### src/rtl/core/agr_pkg.sv
// Shared types, register codes and pixel unpacking for the antialiased glyph rasterizer.
package agr_pkg;

	// configuration register indexes
	localparam logic [1:0] REG_BPP_SELECT = 2'd0;
	localparam logic [1:0] REG_TEXT_COLOR = 2'd1;
	localparam logic [1:0] REG_BG_COLOR   = 2'd2;

	// bits-per-pixel select codes
	localparam logic [1:0] BPP_1 = 2'd0;
	localparam logic [1:0] BPP_2 = 2'd1;
	localparam logic [1:0] BPP_4 = 2'd2;
	localparam logic [1:0] BPP_8 = 2'd3;

	// pixel slots in one bitmap byte at most
	localparam int SLOTS = 8;
	localparam int SLOT_W = $clog2(SLOTS);

	// depth of the queue between front and back
	localparam int QUEUE_DEPTH = 2;

	// one classified byte, handed from front to back
	typedef struct packed {
		logic [7:0]  bitmap;   // raw packed byte
		logic [7:0]  emit;     // slot i produces a pixel write
		logic [15:0] x_base;   // x of slot 0
		logic [15:0] y;        // row coordinate
	} agr_entry_t;

	// active configuration, shared by front and back
	typedef struct packed {
		logic [1:0]  bpp_sel;
		logic [15:0] text;
		logic [15:0] bg;
	} agr_cfg_t;

	// intensity of pixel slot i, most significant pixel first
	function automatic logic [7:0] pix_level(input logic [7:0] b, input logic [1:0] sel,
			input logic [SLOT_W-1:0] i);
		logic [7:0] lvl;
		lvl = 8'd0;
		unique case (sel)
			BPP_1: lvl = {7'd0, b[3'd7 - i]};
			BPP_2: lvl = (b >> {~i[1:0], 1'b0}) & 8'h03;
			BPP_4: lvl = (b >> {~i[0], 2'b00}) & 8'h0F;
			BPP_8: lvl = b;
			default: lvl = 8'd0;
		endcase
		return lvl;
	endfunction

	// full-scale intensity for a bits-per-pixel code
	function automatic logic [7:0] level_mask(input logic [1:0] sel);
		logic [7:0] m;
		m = 8'hFF;
		unique case (sel)
			BPP_1: m = 8'h01;
			BPP_2: m = 8'h03;
			BPP_4: m = 8'h0F;
			BPP_8: m = 8'hFF;
			default: m = 8'hFF;
		endcase
		return m;
	endfunction

endpackage

### src/rtl/core/antialiased_glyph_rasterizer.sv
// An accepted byte passes the queue, slot select stage, product stage and output
// register. Throughput: one pixel write per cycle while out_stall is low; the slot
// walker emits a byte's visible pixels (1 to 8) and drops a byte that yields none.
// A two-entry queue lets bytes be accepted while earlier pixels are still emitted.
// Reset (arst_n, asynchronous) restores the configuration registers, clears counters and queue.
module antialiased_glyph_rasterizer import agr_pkg::*; #(
	parameter int COLOR_BITS = 16
) (
	input  logic        clk,
	input  logic        arst_n,
	// configuration writes
	input  logic        cfg_valid,
	output logic        cfg_ready,
	input  logic [1:0]  cfg_index,
	input  logic [15:0] cfg_data,
	// bitmap bytes
	input  logic        in_valid,
	output logic        in_stall,
	input  logic [7:0]  glyph_bits,
	input  logic        start_of_glyph,
	input  logic [15:0] origin_x,
	input  logic [15:0] origin_y,
	input  logic [7:0]  glyph_width,
	// pixel writes
	output logic        out_valid,
	input  logic        out_stall,
	output logic [15:0] pixel_x,
	output logic [15:0] pixel_y,
	output logic [15:0] pixel_rgb,
	output logic        last_of_byte
);

	agr_cfg_t   cfg_q;
	agr_entry_t entry, head;
	logic       accept, full, empty, pop;

	assign cfg_ready = 1'b1;

	// configuration registers
	always_ff @(posedge clk or negedge arst_n) begin
		if (!arst_n) begin
			cfg_q.bpp_sel <= BPP_1;
			cfg_q.text    <= 16'hFFFF;
			cfg_q.bg      <= 16'h0000;
		end else if (cfg_valid && cfg_ready) begin
			unique case (cfg_index)
				REG_BPP_SELECT: cfg_q.bpp_sel <= cfg_data[1:0];
				REG_TEXT_COLOR: cfg_q.text    <= cfg_data;
				REG_BG_COLOR:   cfg_q.bg      <= cfg_data;
				default: ;
			endcase
		end
	end

	assign in_stall = full;
	assign accept   = in_valid && !full;

	agr_front u_front (
		.clk            (clk),
		.arst_n         (arst_n),
		.cfg            (cfg_q),
		.accept         (accept),
		.glyph_bits     (glyph_bits),
		.start_of_glyph (start_of_glyph),
		.origin_x       (origin_x),
		.origin_y       (origin_y),
		.glyph_width    (glyph_width),
		.entry          (entry)
	);

	agr_queue u_queue (
		.clk      (clk),
		.arst_n   (arst_n),
		.push     (accept),
		.wr_entry (entry),
		.pop      (pop),
		.head     (head),
		.full     (full),
		.empty    (empty)
	);

	agr_back #(
		.COLOR_BITS (COLOR_BITS)
	) u_back (
		.clk          (clk),
		.arst_n       (arst_n),
		.cfg          (cfg_q),
		.head         (head),
		.empty        (empty),
		.pop          (pop),
		.out_valid    (out_valid),
		.out_stall    (out_stall),
		.pixel_x      (pixel_x),
		.pixel_y      (pixel_y),
		.pixel_rgb    (pixel_rgb),
		.last_of_byte (last_of_byte)
	);

endmodule

### src/rtl/core/agr_front.sv
// Front end: accepts bitmap bytes, tracks glyph position and classifies pixel slots.
module agr_front import agr_pkg::*; (
	input  logic        clk,
	input  logic        arst_n,
	input  agr_cfg_t    cfg,
	input  logic        accept,
	input  logic [7:0]  glyph_bits,
	input  logic        start_of_glyph,
	input  logic [15:0] origin_x,
	input  logic [15:0] origin_y,
	input  logic [7:0]  glyph_width,
	output agr_entry_t  entry
);

	logic [15:0] lx_q, ly_q;
	logic [7:0]  lw_q, bc_q, row_q;

	logic [15:0] eff_x, eff_y;
	logic [7:0]  eff_w, eff_bc, eff_row;
	logic [10:0] col_base;
	logic [3:0]  ppb;
	logic [8:0]  row_bytes;
	logic [8:0]  bc_next;
	logic [7:0]  emit;

	// origin, width and counters as seen by this byte
	always_comb begin
		eff_x   = start_of_glyph ? origin_x : lx_q;
		eff_y   = start_of_glyph ? origin_y : ly_q;
		eff_w   = start_of_glyph ? ((glyph_width == 8'd0) ? 8'd1 : glyph_width) : lw_q;
		eff_bc  = start_of_glyph ? 8'd0 : bc_q;
		eff_row = start_of_glyph ? 8'd0 : row_q;
	end

	// pixels per byte, first column and row length in bytes
	always_comb begin
		ppb = 4'd8 >> cfg.bpp_sel;
		col_base = {3'd0, eff_bc} << (2'd3 - cfg.bpp_sel);
		row_bytes = ({1'b0, eff_w} + {5'd0, ppb} - 9'd1) >> (2'd3 - cfg.bpp_sel);
		bc_next = {1'b0, eff_bc} + 9'd1;
	end

	// slot classification: in range, inside the glyph and not transparent
	always_comb begin
		for (int i = 0; i < SLOTS; i++) begin
			emit[i] = (4'(i) < ppb)
				&& ((col_base + 11'(i)) < {3'd0, eff_w})
				&& (pix_level(glyph_bits, cfg.bpp_sel, SLOT_W'(i)) != 8'd0);
		end
	end

	assign entry.bitmap = glyph_bits;
	assign entry.emit   = emit;
	assign entry.x_base = eff_x + {5'd0, col_base};
	assign entry.y      = eff_y + {8'd0, eff_row};

	// glyph latches and position counters
	always_ff @(posedge clk or negedge arst_n) begin
		if (!arst_n) begin
			lx_q  <= 16'd0;
			ly_q  <= 16'd0;
			lw_q  <= 8'd1;
			bc_q  <= 8'd0;
			row_q <= 8'd0;
		end else if (accept) begin
			lx_q <= eff_x;
			ly_q <= eff_y;
			lw_q <= eff_w;
			if ({1'b0, bc_next[7:0]} >= row_bytes) begin
				bc_q  <= 8'd0;
				row_q <= eff_row + 8'd1;
			end else begin
				bc_q  <= bc_next[7:0];
				row_q <= eff_row;
			end
		end
	end

endmodule

### src/rtl/core/agr_queue.sv
// Short FIFO between the classifying front end and the pixel back end.
module agr_queue import agr_pkg::*; (
	input  logic       clk,
	input  logic       arst_n,
	input  logic       push,
	input  agr_entry_t wr_entry,
	input  logic       pop,
	output agr_entry_t head,
	output logic       full,
	output logic       empty
);

	localparam int PTR_W = (QUEUE_DEPTH > 1) ? $clog2(QUEUE_DEPTH) : 1;
	localparam int CNT_W = $clog2(QUEUE_DEPTH + 1);

	agr_entry_t       mem_q [QUEUE_DEPTH];
	logic [PTR_W-1:0] wr_ptr_q, rd_ptr_q;
	logic [CNT_W-1:0] count_q;

	assign full  = (count_q == CNT_W'(QUEUE_DEPTH));
	assign empty = (count_q == '0);
	assign head  = mem_q[rd_ptr_q];

	// storage
	always_ff @(posedge clk) begin
		if (push) begin
			mem_q[wr_ptr_q] <= wr_entry;
		end
	end

	// pointers and fill level
	always_ff @(posedge clk or negedge arst_n) begin
		if (!arst_n) begin
			wr_ptr_q <= '0;
			rd_ptr_q <= '0;
			count_q  <= '0;
		end else begin
			if (push) begin
				wr_ptr_q <= (wr_ptr_q == PTR_W'(QUEUE_DEPTH - 1)) ? '0 : wr_ptr_q + 1'b1;
			end
			if (pop) begin
				rd_ptr_q <= (rd_ptr_q == PTR_W'(QUEUE_DEPTH - 1)) ? '0 : rd_ptr_q + 1'b1;
			end
			if (push && !pop) begin
				count_q <= count_q + 1'b1;
			end else if (pop && !push) begin
				count_q <= count_q - 1'b1;
			end
		end
	end

	a_no_overflow: assert property (@(posedge clk) disable iff (!arst_n) push |-> !full)
		else $error("queue written while full");
	a_no_underflow: assert property (@(posedge clk) disable iff (!arst_n) pop |-> !empty)
		else $error("queue read while empty");
	a_count_bound: assert property (@(posedge clk) disable iff (!arst_n)
		count_q <= CNT_W'(QUEUE_DEPTH))
		else $error("queue fill level out of range");

endmodule

### src/rtl/core/agr_back.sv
// Back end: walks queued bytes' slots and blends one pixel per cycle unless stalled.
module agr_back import agr_pkg::*; #(
	parameter int COLOR_BITS = 16
) (
	input  logic        clk,
	input  logic        arst_n,
	input  agr_cfg_t    cfg,
	input  agr_entry_t  head,
	input  logic        empty,
	output logic        pop,
	output logic        out_valid,
	input  logic        out_stall,
	output logic [15:0] pixel_x,
	output logic [15:0] pixel_y,
	output logic [15:0] pixel_rgb,
	output logic        last_of_byte
);

	localparam logic [15:0] COLOR_MASK = (COLOR_BITS >= 16) ? 16'hFFFF
		: 16'((32'd1 << COLOR_BITS) - 32'd1);

	logic              en;
	logic              first_q;
	logic [7:0]        rem_q;
	logic [7:0]        cur, left, pick_bit;
	logic [SLOT_W-1:0] pick;
	logic              issue;

	// slot select stage
	logic        s1_valid;
	logic [15:0] s1_x, s1_y;
	logic [7:0]  s1_level;
	logic        s1_last;

	// product stage
	logic        s2_valid;
	logic [15:0] s2_x, s2_y;
	logic        s2_full, s2_last;
	logic [13:0] s2_pr, s2_pg, s2_pb;
	logic        s2_nr, s2_ng, s2_nb;

	// output register
	logic        out_valid_q;
	logic [15:0] out_x_q, out_y_q, out_color_q;
	logic        out_last_q;

	// channel differences for the blend
	logic [6:0]  dr, dg, db;
	logic [5:0]  mr, mg, mb;
	logic [4:0]  qr, qb;
	logic [5:0]  qg;
	logic [4:0]  cr, cb;
	logic [5:0]  cg;

	// truncating divide of a product magnitude by the intensity mask
	function automatic logic [7:0] div_mask(input logic [13:0] p, input logic [1:0] sel);
		logic [29:0] prod;
		logic [14:0] sum;
		logic [7:0]  q;
		prod = 30'd0;
		sum  = 15'd0;
		q    = 8'd0;
		unique case (sel)
			BPP_2: begin
				prod = {16'd0, p} * 30'h0000AAAB;
				q = 8'(prod >> 17);
			end
			BPP_4: begin
				prod = {16'd0, p} * 30'h00008889;
				q = 8'(prod >> 19);
			end
			BPP_8: begin
				sum = {1'b0, p} + {9'd0, p[13:8]} + 15'd1;
				q = 8'(sum >> 8);
			end
			default: q = p[7:0];
		endcase
		return q;
	endfunction

	assign en = !(out_valid_q && out_stall);

	// next slot to emit, lowest column first
	always_comb begin
		cur = first_q ? head.emit : rem_q;
		pick = '0;
		for (int i = SLOTS - 1; i >= 0; i--) begin
			if (cur[i]) begin
				pick = SLOT_W'(i);
			end
		end
		pick_bit = 8'd1 << pick;
		left  = cur & ~pick_bit;
		issue = en && !empty && (cur != 8'd0);
		pop   = en && !empty && (left == 8'd0);
	end

	// slot walker
	always_ff @(posedge clk or negedge arst_n) begin
		if (!arst_n) begin
			first_q <= 1'b1;
			rem_q   <= 8'd0;
		end else if (pop) begin
			first_q <= 1'b1;
		end else if (issue) begin
			first_q <= 1'b0;
			rem_q   <= left;
		end
	end

	// blend differences, sign and magnitude per channel
	always_comb begin
		dr = {2'd0, cfg.text[15:11]} - {2'd0, cfg.bg[15:11]};
		dg = {1'b0, cfg.text[10:5]} - {1'b0, cfg.bg[10:5]};
		db = {2'd0, cfg.text[4:0]} - {2'd0, cfg.bg[4:0]};
		mr = dr[6] ? 6'(-dr) : dr[5:0];
		mg = dg[6] ? 6'(-dg) : dg[5:0];
		mb = db[6] ? 6'(-db) : db[5:0];
	end

	// pipeline valids
	always_ff @(posedge clk or negedge arst_n) begin
		if (!arst_n) begin
			s1_valid    <= 1'b0;
			s2_valid    <= 1'b0;
			out_valid_q <= 1'b0;
		end else if (en) begin
			s1_valid    <= issue;
			s2_valid    <= s1_valid;
			out_valid_q <= s2_valid;
		end
	end

	// slot select: coordinates and intensity
	always_ff @(posedge clk) begin
		if (issue) begin
			s1_x     <= head.x_base + 16'(pick);
			s1_y     <= head.y;
			s1_level <= pix_level(head.bitmap, cfg.bpp_sel, pick);
			s1_last  <= (left == 8'd0);
		end
	end

	// products of channel difference and intensity
	always_ff @(posedge clk) begin
		if (en && s1_valid) begin
			s2_x    <= s1_x;
			s2_y    <= s1_y;
			s2_last <= s1_last;
			s2_full <= (s1_level == level_mask(cfg.bpp_sel));
			s2_pr   <= {8'd0, mr} * {6'd0, s1_level};
			s2_pg   <= {8'd0, mg} * {6'd0, s1_level};
			s2_pb   <= {8'd0, mb} * {6'd0, s1_level};
			s2_nr   <= dr[6];
			s2_ng   <= dg[6];
			s2_nb   <= db[6];
		end
	end

	// divide by the mask and add back to the background
	always_comb begin
		qr = 5'(div_mask(s2_pr, cfg.bpp_sel));
		qg = 6'(div_mask(s2_pg, cfg.bpp_sel));
		qb = 5'(div_mask(s2_pb, cfg.bpp_sel));
		cr = s2_nr ? cfg.bg[15:11] - qr : cfg.bg[15:11] + qr;
		cg = s2_ng ? cfg.bg[10:5] - qg : cfg.bg[10:5] + qg;
		cb = s2_nb ? cfg.bg[4:0] - qb : cfg.bg[4:0] + qb;
	end

	// output register
	always_ff @(posedge clk) begin
		if (en && s2_valid) begin
			out_x_q     <= s2_x;
			out_y_q     <= s2_y;
			out_last_q  <= s2_last;
			out_color_q <= (s2_full ? cfg.text : {cr, cg, cb}) & COLOR_MASK;
		end
	end

	assign out_valid    = out_valid_q;
	assign pixel_x      = out_x_q;
	assign pixel_y      = out_y_q;
	assign pixel_rgb    = out_color_q;
	assign last_of_byte = out_last_q;

endmodule
### config.mk
export PLATFORM = sky130hd
export DESIGN_NAME = antialiased_glyph_rasterizer
export DESIGN_NICKNAME = d
export VERILOG_FILES = /design/src/rtl/core/agr_pkg.sv /design/src/rtl/core/antialiased_glyph_rasterizer.sv /design/src/rtl/core/agr_front.sv /design/src/rtl/core/agr_queue.sv /design/src/rtl/core/agr_back.sv
export SDC_FILE = /design/constraint.sdc
export NUM_CORES = 2
export LEC_CHECK = 0
export BUFFER_PORTS_ARGS = -buffer_cell sky130_fd_sc_hd__buf_2
export CORE_ASPECT_RATIO = 2
export CORE_UTILIZATION = 59
export DETAILED_ROUTE_END_ITERATION = 12
export MAX_ROUTING_LAYER = met4
export PLACE_DENSITY = 0.78
export RECOVER_POWER = 50
export SLEW_MARGIN = 10
export SYNTH_ARGS = -nofsm -noshare
export SYNTH_HDL_FRONTEND = slang
export SYNTH_SLANG_ARGS = --single-unit
### constraint.sdc
create_clock -name clk -period 7.9 [get_ports clk]
set_clock_uncertainty 0.15 [all_clocks]
set_input_delay 0.79 -clock clk [delete_from_list [all_inputs] [get_ports clk]]
set_output_delay 0.79 -clock clk [all_outputs]
set_load 0.01 [all_outputs]
==> impl_metrics.tcl <==
set metrics [dict create \
    synthCells 3607 \
    dr.pass1.iters 5 \
    cts_inserted_buffers 34 \
    initial_core_util_pct 59.8 \
    hp-start "u_back.s2_y[5]$_DFFE_PP_" \
    holdWs_ns 0.268 \
    cpLargestDelayFamily "adder cells" \
    hpwl_um 75400 \
    max-slew-margin-rel_pct -137 \
    grt_max_degree 74 \
    via_per_inst 5.89 \
    routabilityCongestion 1.01 \
    synth_top_area_share_pct 21.1 \
    grt_usage_pct 30.2 \
    yosysSeqAreaShare_pct 28.2 \
    critPathSlowestCell "fa_1" \
    vias 27200 \
    die_area_um2 65100 \
    endpoint_kind "register" \
    crit_path_max_fanout 3 \
    place_area_um2 39700 \
    syn_avg_cell_area_um2 10.5 \
    synth-edff-count 265 \
    synth-seq-cells 371 \
    fill_cells 4956 \
    critical_path_class "register to register" \
    critPathMostFrequentCell "inv_1" \
    synth_area_um2 37800 \
    synthArstFlopShare_pct 28.6 \
    critPathMaxStageDelay_ns 0.53 \
    drtIter0Drc 1318 \
    failed_checks "max-capacitance violations, max-slew violations" \
    hold_class "register to register" \
    r2r_start "u_back.s2_pb[8]$_DFFE_PP_" \
    maxSlewViolCount 361 \
    clk_pin_slew_ns 0.08 \
    cts_max_level 2 \
    io_buffers 122 \
    ant_nets 0 \
    fin_crit_sh_pct 96.2 \
    netlist-cell-type-count 104 \
    worst_slack_ns 0.300 \
    clock_latency_ns 0.55 \
    hold_viol 0 \
    wl_per_cell_um 20.2 \
    finalWirelength_um 93200 \
    outcome "complete, but fails checks" \
    final.min_clock_period_ns 7.60 \
    grt_pass1_vias 29300 \
    yosysWarnings 0 \
    finalSetupViolCount 0 \
    whs_endpoint "u_back.pixel_y[5]$_DFFE_PP_" \
    path_buf_inv 7 \
    min_path_cells 0 \
    yosys-top-cells-count "613 x ha_1, 567 x inv_1, 285 x fa_1" \
    fp.dieH_um 360 \
    hold_buffers 0 \
    die_w_um 181 \
    syn_nets 4577 \
    tns_ns 0 \
    area_growth_pct 8.71 \
    drive_gt1_share_pct 10.6 \
    cts_tree "done" \
    worst_ep_arrival_time_ns 7.76 \
    grt_pass1_wl_um 148000 \
    drc_errors 0 \
    cts_sinks 371 \
    yosys.area.top_type "edfxtp_1" \
    reg2reg_to "u_back.pixel_rgb[4]$_DFFE_PP_" \
    cp.required_ns 8.06 \
    cts_root_buf "clkbuf_16" \
    ff2ff_setup_slack_ns 0.30 \
    start_kind "register" \
    cap_violations 8 \
    ff2ff_path_depth 32 \
    fmax_mhz 132 \
    synthTopCellsByArea "edfxtp_1 21%, ha_1 20%, fa_1 15%" \
    rows 130 \
    io_pins 124 \
    core-area_um2 63100 \
    cts_buffer_depth 3 \
    worstMarginPinSlew_ns 3.56 \
    grt_antenna_before_repair 8 \
    synth_most_common_cell "ha_1" \
    dp_worst_setup_slack_ns -0.0819 \
    nNetsFinal 4759 \
    grt_overflow 0 \
    yosys_most_used_dff "edfxtp_1" \
    final_cell_area_um2 41100 \
]
[kinds of logic (layout without fill, tap and decap cells)]
group,count (synthesis),count (layout),synth area share (%)
AOI/OAI and AO/OA,578,578,10.2
xor gates and xnor gates,218,218,5.06
adders and majority gates,899,899,35.4
buffers and inverters,655,863,6.67
DFF,371,371,28.2
muxes,176,176,5.13
other,1,11,0.00993
and+or+nand+nor,709,709,9.33
[state kept, by name, indices dropped and copies added (netlist names), 14 cells and up]
signal and cells:
cfg_q 34, u_back.pixel_rgb 16, u_back.pixel_x 16, u_back.pixel_y 16, u_back.s1_x 16, u_back.s1_y 16, u_back.s2_pb 14, u_back.s2_pg 14
u_back.s2_pr 14, u_back.s2_x 16, u_back.s2_y 16, u_front.lx_q 16, u_front.ly_q 16, u_queue.mem_q 96
[cell usage in the layout (no fill, tap or decap), types with 18 or more instances in the layout]
cell type	synthesis	routed
a21o_1	94	94
xnor2_1	164	162
nor2b_1	61	61
and2_1	48	45
a211oi_1	30	29
nor3_1	26	26
mux2_2	107	106
clkbuf_1	47	69
o21bai_1	24	24
buf_2	15	60
fa_1	285	282
edfxtp_1	265	265
nand3_1	47	47
nand2_1	242	242
buf_4	4	98
a21oi_1	149	144
inv_1	567	567
o21ai_0	91	89
nand2b_1	39	39
clkbuf_16	0	37
nor2_1	130	127
mux2i_1	58	58
nor4_1	18	18
o21ai_1	21	23
xor2_1	54	54
and3_1	18	18
dfrtp_1	88	87
ha_1	613	603
[layer usage]
layer | vias to the layer above | global-route usage (%) | routed length (um)
li1 | 12800 | - | -
met3 | 342 | 2.96 | 3770
met1 | 13400 | 28.1 | 30700
met4 | 0 | 21.7 | 7520
met2 | 739 | 56.7 | 51100
met5 | - | - | 0
[repair_timing]
item,4_1_cts,5_1_grt
setup endpoints to repair,1,3
gates resized for setup,1,32
pin swaps,0,23
gates cloned,0,0
setup buffers,0,15
endpoints found under the hold margin,0,0
[worst max-delay path by stage]
| stage | from | to | slack [ns] | cells past startpoint |
|---|---|---|---|---|
| finish | u_back.s2_pb[8]$_DFFE_PP_ | u_back.pixel_rgb[4]$_DFFE_PP_ | 0.30 | 32 |
| global route | u_back.s2_pg[10]$_DFFE_PP_ | u_back.pixel_rgb[10]$_DFFE_PP_ | -0.05 | 27 |
| CTS | u_back.s2_pg[8]$_DFFE_PP_ | u_back.pixel_rgb[10]$_DFFE_PP_ | 0.02 | 28 |
| detailed placement | u_back.s2_pg[8]$_DFFE_PP_ | u_back.pixel_rgb[10]$_DFFE_PP_ | -0.08 | 28 |
| global placement | u_back.s2_pg[8]$_DFFE_PP_ | u_back.pixel_rgb[10]$_DFFE_PP_ | 0.13 | 28 |
| floorplan | u_back.s2_pg[10]$_DFFE_PP_ | u_back.pixel_rgb[10]$_DFFE_PP_ | 0.21 | 28 |
[through the flow]
stage,utilization [%],instances
6_report,65.0,4617
5_1_grt,65.0,4613
4_1_cts,64.7,4592
3_5_place_dp,62.9,4530
3_3_place_gp,62.9,4530
2_1_floorplan,-,3607
[final cells by class]
class                      instances  area, um^2  share of cell area [%]
multi-input combinational       2581       24800                    60.4
sequential                       371       10600                    25.9
clock buffer                      39         943                    2.30
clock inverter                    23         203                   0.494
antenna                           10        25.0                  0.0610
timing repair buffer             226        1290                    3.15
inverter                         575        2160                    5.27
tap                              792         991                    2.41
Power is not shown: default switching activity piles up to over one toggle a cycle in this logic, so the estimate is an artifact.
